`config.mk`:
```
export PLATFORM = sky130hd
export DESIGN_NAME = wvs_queue
export DESIGN_NICKNAME = d
export VERILOG_FILES = /design/src/sv/wvs_pkg.sv /design/src/sv/wvs_queue.sv
export SDC_FILE = /design/constraint.sdc
export NUM_CORES = 1
export LEC_CHECK = 0
export ABC_AREA = 1
export BUFFER_PORTS_ARGS = -buffer_cell sky130_fd_sc_hd__buf_2
export CAP_MARGIN = 20
export CORE_MARGIN = 8
export CORE_UTILIZATION = 60
export CTS_BUF_LIST = sky130_fd_sc_hd__clkbuf_4 sky130_fd_sc_hd__clkbuf_8
export DETAILED_ROUTE_END_ITERATION = 7
export PLACE_DENSITY_LB_ADDON = 0.3
export SYNTH_ARGS = -nofsm -noshare
export SYNTH_HDL_FRONTEND = slang
export SYNTH_SLANG_ARGS = --single-unit
```
`constraint.sdc`:
```
create_clock -name clk -period 5.9 [get_ports clk]
set_input_delay 0.295 -clock clk [delete_from_list [all_inputs] [get_ports clk]]
set_output_delay 0.295 -clock clk [all_outputs]
set_load 0.005 [all_outputs]
```
`src/sv/wvs_pkg.sv`:
```
// ----------------------------------------------------------------------------
// wvs_pkg
// Shared types and constants of the vertex skinning unit: field widths,
// matrix shape, the command code and the queue entry between front and back.
// ----------------------------------------------------------------------------
`default_nettype none

package wvs_pkg;

	// joint storage
	localparam int JOINT_COUNT_DEF = 128;
	localparam int ROWS            = 3;
	localparam int COLS            = 4;
	localparam int WORDS_PER_JOINT = ROWS * COLS;

	// field widths
	localparam int VAL_W   = 32;
	localparam int JOINT_W = 7;
	localparam int WIDX_W  = 4;

	// arithmetic widths
	localparam int MUL_W  = 2 * VAL_W;     // exact Q32.32 product
	localparam int FRAC_W = 16;            // fraction bits dropped after a product
	localparam int PROD_W = MUL_W - FRAC_W; // product floored to Q32.16
	localparam int ROW_W  = PROD_W + 2;    // four products added exactly
	localparam int SUM_W  = 48;            // running sum
	localparam int ACC_W  = ROW_W + 1;     // running sum plus one row term

	// queue between front and back
	localparam int QUEUE_DEPTH = 4;

	// input kind codes
	localparam logic KIND_LOAD   = 1'b0;
	localparam logic KIND_WEIGHT = 1'b1;

	// command carried through the queue
	typedef enum logic [1:0] {
		OP_LOAD   = 2'd0,  // write one matrix word
		OP_WEIGHT = 2'd1,  // add a contribution into the sums
		OP_FLUSH  = 2'd2   // emit and clear without adding
	} wvs_op_t;

	typedef struct packed {
		wvs_op_t                  op;
		logic [JOINT_W-1:0]       joint;
		logic [WIDX_W-1:0]        word_index;
		logic signed [VAL_W-1:0]  word_value;
		logic signed [VAL_W-1:0]  vec_x;
		logic signed [VAL_W-1:0]  vec_y;
		logic signed [VAL_W-1:0]  vec_z;
		logic signed [VAL_W-1:0]  vec_w;
		logic                     last;
	} wvs_entry_t;

	// write side of the queue
	typedef struct packed {
		logic       push;
		wvs_entry_t entry;
	} wvs_wr_t;

	// read side of the queue
	typedef struct packed {
		logic       empty;
		wvs_entry_t entry;
	} wvs_head_t;

endpackage

`default_nettype wire

```
`src/sv/wvs_queue.sv`:
```
// ----------------------------------------------------------------------------
// wvs_queue
// Short first-in first-out queue of commands between front and back.
// ----------------------------------------------------------------------------
`default_nettype none

module wvs_queue import wvs_pkg::*; (
	input  logic      clk,
	input  logic      arst_n,
	input  wvs_wr_t   wr,
	input  logic      pop,
	output logic      full,
	output wvs_head_t head
);

	localparam int PW = (QUEUE_DEPTH > 1) ? $clog2(QUEUE_DEPTH) : 1;
	localparam int CW = $clog2(QUEUE_DEPTH + 1);

	wvs_entry_t      slot_q [QUEUE_DEPTH];
	logic [PW-1:0]   wr_ptr_q;
	logic [PW-1:0]   rd_ptr_q;
	logic [CW-1:0]   count_q;
	logic            do_pop;

	assign full       = count_q == CW'(QUEUE_DEPTH);
	assign head.empty = count_q == '0;
	assign head.entry = slot_q[rd_ptr_q];
	assign do_pop     = pop && !head.empty;

	// storage
	always_ff @(posedge clk) begin
		if (wr.push) begin
			slot_q[wr_ptr_q] <= wr.entry;
		end
	end

	// pointers and fill count
	always_ff @(posedge clk or negedge arst_n) begin
		if (!arst_n) begin
			wr_ptr_q <= '0;
			rd_ptr_q <= '0;
			count_q  <= '0;
		end else begin
			if (wr.push) begin
				wr_ptr_q <= (wr_ptr_q == PW'(QUEUE_DEPTH - 1)) ? '0 : wr_ptr_q + 1'b1;
			end
			if (do_pop) begin
				rd_ptr_q <= (rd_ptr_q == PW'(QUEUE_DEPTH - 1)) ? '0 : rd_ptr_q + 1'b1;
			end
			unique case ({wr.push, do_pop})
				2'b10:   count_q <= count_q + 1'b1;
				2'b01:   count_q <= count_q - 1'b1;
				default: count_q <= count_q;
			endcase
		end
	end

`ifndef SYNTHESIS
	a_count_bound: assert property (@(posedge clk) disable iff (!arst_n)
		count_q <= CW'(QUEUE_DEPTH))
		else $error("queue fill count beyond depth");
`endif

endmodule

`default_nettype wire

```
**Yosys cells after proc, flatten, opt, wreduce, memory -nomap -nowiden**

Memories as Yosys holds them, arrays and structs flattened.
Index checks and enable logic that the tools add are counted.

- Register bits: 7
- RAM bits: 696
- Input port bits: 178
- Output and inout port bits: 176
- Word-level logic and storage cells: 22
- Memories: 1

Memory list:

| memory | words | width | read ports | clocked after memory_dff | write ports | line | text |
|---|---|---|---|---|---|---|---|
| slot_q | 4 | 174 | 1 | 0 | 1 | wvs_queue.sv:19 | `wvs_entry_t slot_q [QUEUE_DEPTH];` |

- Add/sub/neg operators: 4
- Eq/ne operators: 5
- Mux-type cells: 5
- Reduce and logical (&&, ||, !) cells: 4

Operators with widths:

| operator | count |
|---|---|
| 2-bit == test, second input constant | 3 |
| 3-bit one-hot mux with 2 select lines | 1 |
| 2-bit by 1-bit adder with 2-bit output, second input constant | 2 |
| 2-bit 2-to-1 mux | 2 |
| 3-bit by 1-bit adder with 3-bit output, second input constant | 1 |
| 3-bit == test, second input constant | 1 |
| 3-bit logical NOT | 1 |
| 3-bit by 1-bit subtractor with 3-bit output, second input constant | 1 |
| 2-bit by 1-bit == test with 1-bit output, second input constant | 1 |
| 1-bit 2-to-1 mux | 2 |
| 2-bit nonzero test | 1 |
| 1-bit logical AND | 1 |
| 1-bit logical NOT | 1 |

**Longest topological paths before layout**

- Depth after elaboration: 5
- Mapped depth: 12
- Mapped depth without buffers: 12

**Least setup slack after synthesis**

Ideal clock, no wire load.

- Kind: flip-flop to flip-flop
- From: register wr_ptr_q[0]
- To: memory slot_q[2][0] in the netlist's numbering, enable pin
- Arrival time: 4.047 ns
- Data required time: 5.373 ns
- Path slack: 1.326 ns
- Stages on the path, launching flop included: 5
- Period minus slack after synthesis: 4.574 ns
- Cell sequence: dfrtp_1 inv_1 ha_1 nand2_1 inv_1

RTL lines:

| item | line | text |
|---|---|---|
| start: declaration | wvs_queue.sv:20 | `logic [PW-1:0] wr_ptr_q;` |
| start signal: assignment | wvs_queue.sv:45 | `wr_ptr_q <= (wr_ptr_q == PW'(QUEUE_DEPTH - 1)) ? '0 : wr_ptr_q + 1'b1;` |
| end: declaration | wvs_queue.sv:19 |  |

Straight into the memory's write port.

==> summary.md <==
| Metric | Value |
|---|---|
| Status | `finished clean` |
| Area of the mapped netlist | `28800 um^2` |
| Core Area | `47500 um^2` |
| Die width | `roughly 240 um` |
| Buffers on Ports | `353` |
| FP Rows | `80` |
| VDD IR max | `~0.47 mV` |
| ANT nets after route | `0` |
| Global-route usage over all layers | `~23%` |
| Crit end category | `primary output` |
| Largest fanout on the critical path | `approximately 190` |
| Synth Area per Inst | `13.8 um^2` |
| Largest net degree at the start of global routing | `202` |
| Largest family of logic cells by synthesized area | `compound AO/OA/AOI/OAI gates` |
| Fmax | `between 200 and 300 MHz` |
| Dpl hpwl | `35200 um` |
| LEAKAGE | `approximately 14 nW` |
| Post-Synth Adder-Cell Area | `0.330%` |
| Avg WL per Cell | `between 15 and 20 um` |
| TritonCTS buffer count | `107` |
| RSZ-0062 raised after global routing | `false` |
| Final hold violation count | `0` |
| Worst min path class | `in2reg` |
| Slew headroom | `28.1%` |
| Most frequent cells in the layout | `edfxtp_1 (696), nand2_1 (538), inv_1 (359)` |
| Mapped Cells | `about 2100` |
| Post-CTS Setup Bufs | `0` |
| Final max-slew violation count | `0` |
| Worst Skew | `between 0.02 and 0.025 ns` |
| Critical path launch point type | `flip-flop` |
| Area added between synthesis and finish | `20.0%` |
| Least-Margin Pin Slew | `approximately 1.1 ns` |
| Antenna violations before repair | `8` |
| Setup violators final | `0` |
| Delay of the slowest cell on the worst path | `0.97 ns` |
| H-Tree Depth | `3` |
| Total Neg Setup Slack | `0 ns` |
| Final instance area | `34600 um^2` |
| PostCTS Resize Cnt | `0` |
| Overflow after GRT | `0` |
| Maxcap violations | `0` |
| CTS tree | `yes` |
| Placed cell count | `~3000` |
| CP dominant cell by count | `nand2_1` |
| Req. time, crit path | `around 5.6 ns` |
| Vias | `17800` |
| Worst-skew pair later-pin latency | `between 0.6 and 0.7 ns` |
| Cell variety after synth | `18` |
| CTS sink cnt | `703` |
| Starting Density | `between 60% and 70%` |
| DRT iter0 DRCs | `1260` |
| Post-synthesis mux area share | `0%` |
| FF+latch count, synth | `703` |
| Nets | `between 2000 and 3000` |
| Synth Area in XOR/XNOR | `0.0304%` |
| DP Area | `30700 um^2` |
| RePlAce Congestion | `0.781` |
| Commonest non-fill, non-tap cell in the layout | `edfxtp_1` |
| Fillers | `approximately 3000` |
| Root Driver | `clkbuf_8` |
| Seq/Total Area, Yosys | `around three quarters` |
| Via density | `approximately 5.4` |
| CP Class | `reg2out` |
| Fin crit period | `about 3.5 ns` |
| Tcrit/Tclk final | `between 50% and 60%` |
| Vias in the first global route | `18800` |
| CP Cell Sequence | `buf_12, nand2_1, o211ai_2, nand2_1, buf_2` |
| Post-Synth Simple-Gate Area | `under 10%` |
| First drt pass iteration count | `5` |
| Power per Cell Area | `~460 nW/um^2` |
| First-pass GRT wire length | `slightly above 100000 um` |
| WL final | `roughly 65000 um` |
| CP top delay family | `flip-flops` |
| Synthesized Nets | `2275` |
| I/O pin count | `approximately 350` |
| Height of the chip | `approximately 240 um` |
| Tot Pwr | `approximately 16 mW` |
| Post-synthesis compound-gate area fraction | `a little under an eighth` |
| Bufs and invs on worst path | `2` |
| Die area | `55300 um^2` |
| Worst endpoint data arrival time | `around 3.2 ns` |
| Synth warnings | `0` |
| Layout cells sized above 1 | `~25%` |
| Residual DRC | `0` |
| Final cell count without fillers | `3325` |
| Clock transition at path regs | `0.06 ns` |
| Slowest stage cell on the critical path | `dfrtp_4` |
| Max clock buf depth | `3` |
cell families (layout without fill, tap and decap cells):
| group | count (synthesis) | count (layout) |
|---|---|---|
| flops | 703 | 703 |
| fa+ha+maj | 7 | 7 |
| other cells | 0 | 11 |
| simple gates | 546 | 546 |
| compound gates | 351 | 351 |
| buf+inv | 482 | 1091 |
| xor+xnor | 1 | 1 |
state kept, by name, summed over array words and instances, names as in the netlist:
name and cells:
count_q 3, wr_ptr_q 2, rd_ptr_q 2, slot_q 696
worst reg2reg max path, delay by kind of cell (launching register included):
| kind | cells | cell delay [ns] |
|---|---|---|
| buf+inv | 3 | 1.35 |
| flops | 1 | 0.41 |
| fa+ha+maj | 1 | 0.15 |
| simple gates | 1 | 0.10 |
layout make-up:
type	instances	area, um^2	area share, %
Antenna cell	11	27.5	0.0796
Clock buffer	152	1850	5.35
Clock inverter	32	161	0.467
Inverter	364	1390	4.03
Multi-Input combinational cell	905	5540	16.0
Sequential cell	703	21100	61.0
Tap cell	615	769	2.23
Timing Repair Buffer	543	3740	10.8
final timing paths:
check / start / endpoint / slack (ns) / depth (start not counted)
min in group asynchronous: arst_n / rd_ptr_q[1] / 0.64 / 3
max in group asynchronous: arst_n / rd_ptr_q[0] / 4.96 / 3
hold reg to reg: count_q[2] / count_q[2] / 0.50 / 2
setup reg to reg: wr_ptr_q[0] / slot_q[2][55] / 3.44 / 5
hold / removal: wr[87] / slot_q[2][87] / 0.38 / 2
setup / recovery: rd_ptr_q[0] / head[13] / 2.38 / 5
timing repair:
item | CTS | global route
endpoints found under the setup margin | 0 | 0
hold endpoints to repair | 707 | 0
hold buffers | 178 | 0
report_power, final:
group	total, mW	leakage [nW]	internal [mW]	switching (mW)
clock network	3.81	1.08	2.04	1.77
registers	6.75	6.47	6.41	0.337
logic	5.23	6.40	1.82	3.40
per-layer routing:
metal / global-route usage (%) / vias up / wire length, um
met5: 0 / - / 10
met4: 9.63 / 2 / 1780
met3: 4.86 / 128 / 4300
met2: 40.7 / 632 / 33500
met1: 27.5 / 8707 / 25700
li1: - / 8377 / -
cells in the mapped netlist:
library cell  number  area, um^2
buf_4             20         150
buf_6             29         327
nor2_1             2        7.51
nand4_1            1        6.26
buf_2             63         315
o211ai_1         198        1490
clkbuf_1           6        22.5
ha_1               6        75.1
edfxtp_1         696       20900
inv_1            364        1370
nor3_1             1        5.00
nand3_1            4        20.0
dfrtp_1            7         175
fa_1               1        20.0
xnor2_1            1        8.76
o211ai_2         150        1880
nand2_1          538        2020
o21ai_0            3        15.0
metrics by stage:
step	utilization (%)	setup slack (ns)	hold WS, ns
2_1_floorplan	-	1.33	-0.000591
3_3_place_gp	64.7	3.19	0.145
3_5_place_dp	64.7	3.19	0.152
4_1_cts	72.6	2.40	0.300
5_1_grt	72.7	2.23	0.338
6_report	72.7	2.38	0.377
Note: power is estimated with default switching activity, not from simulation.
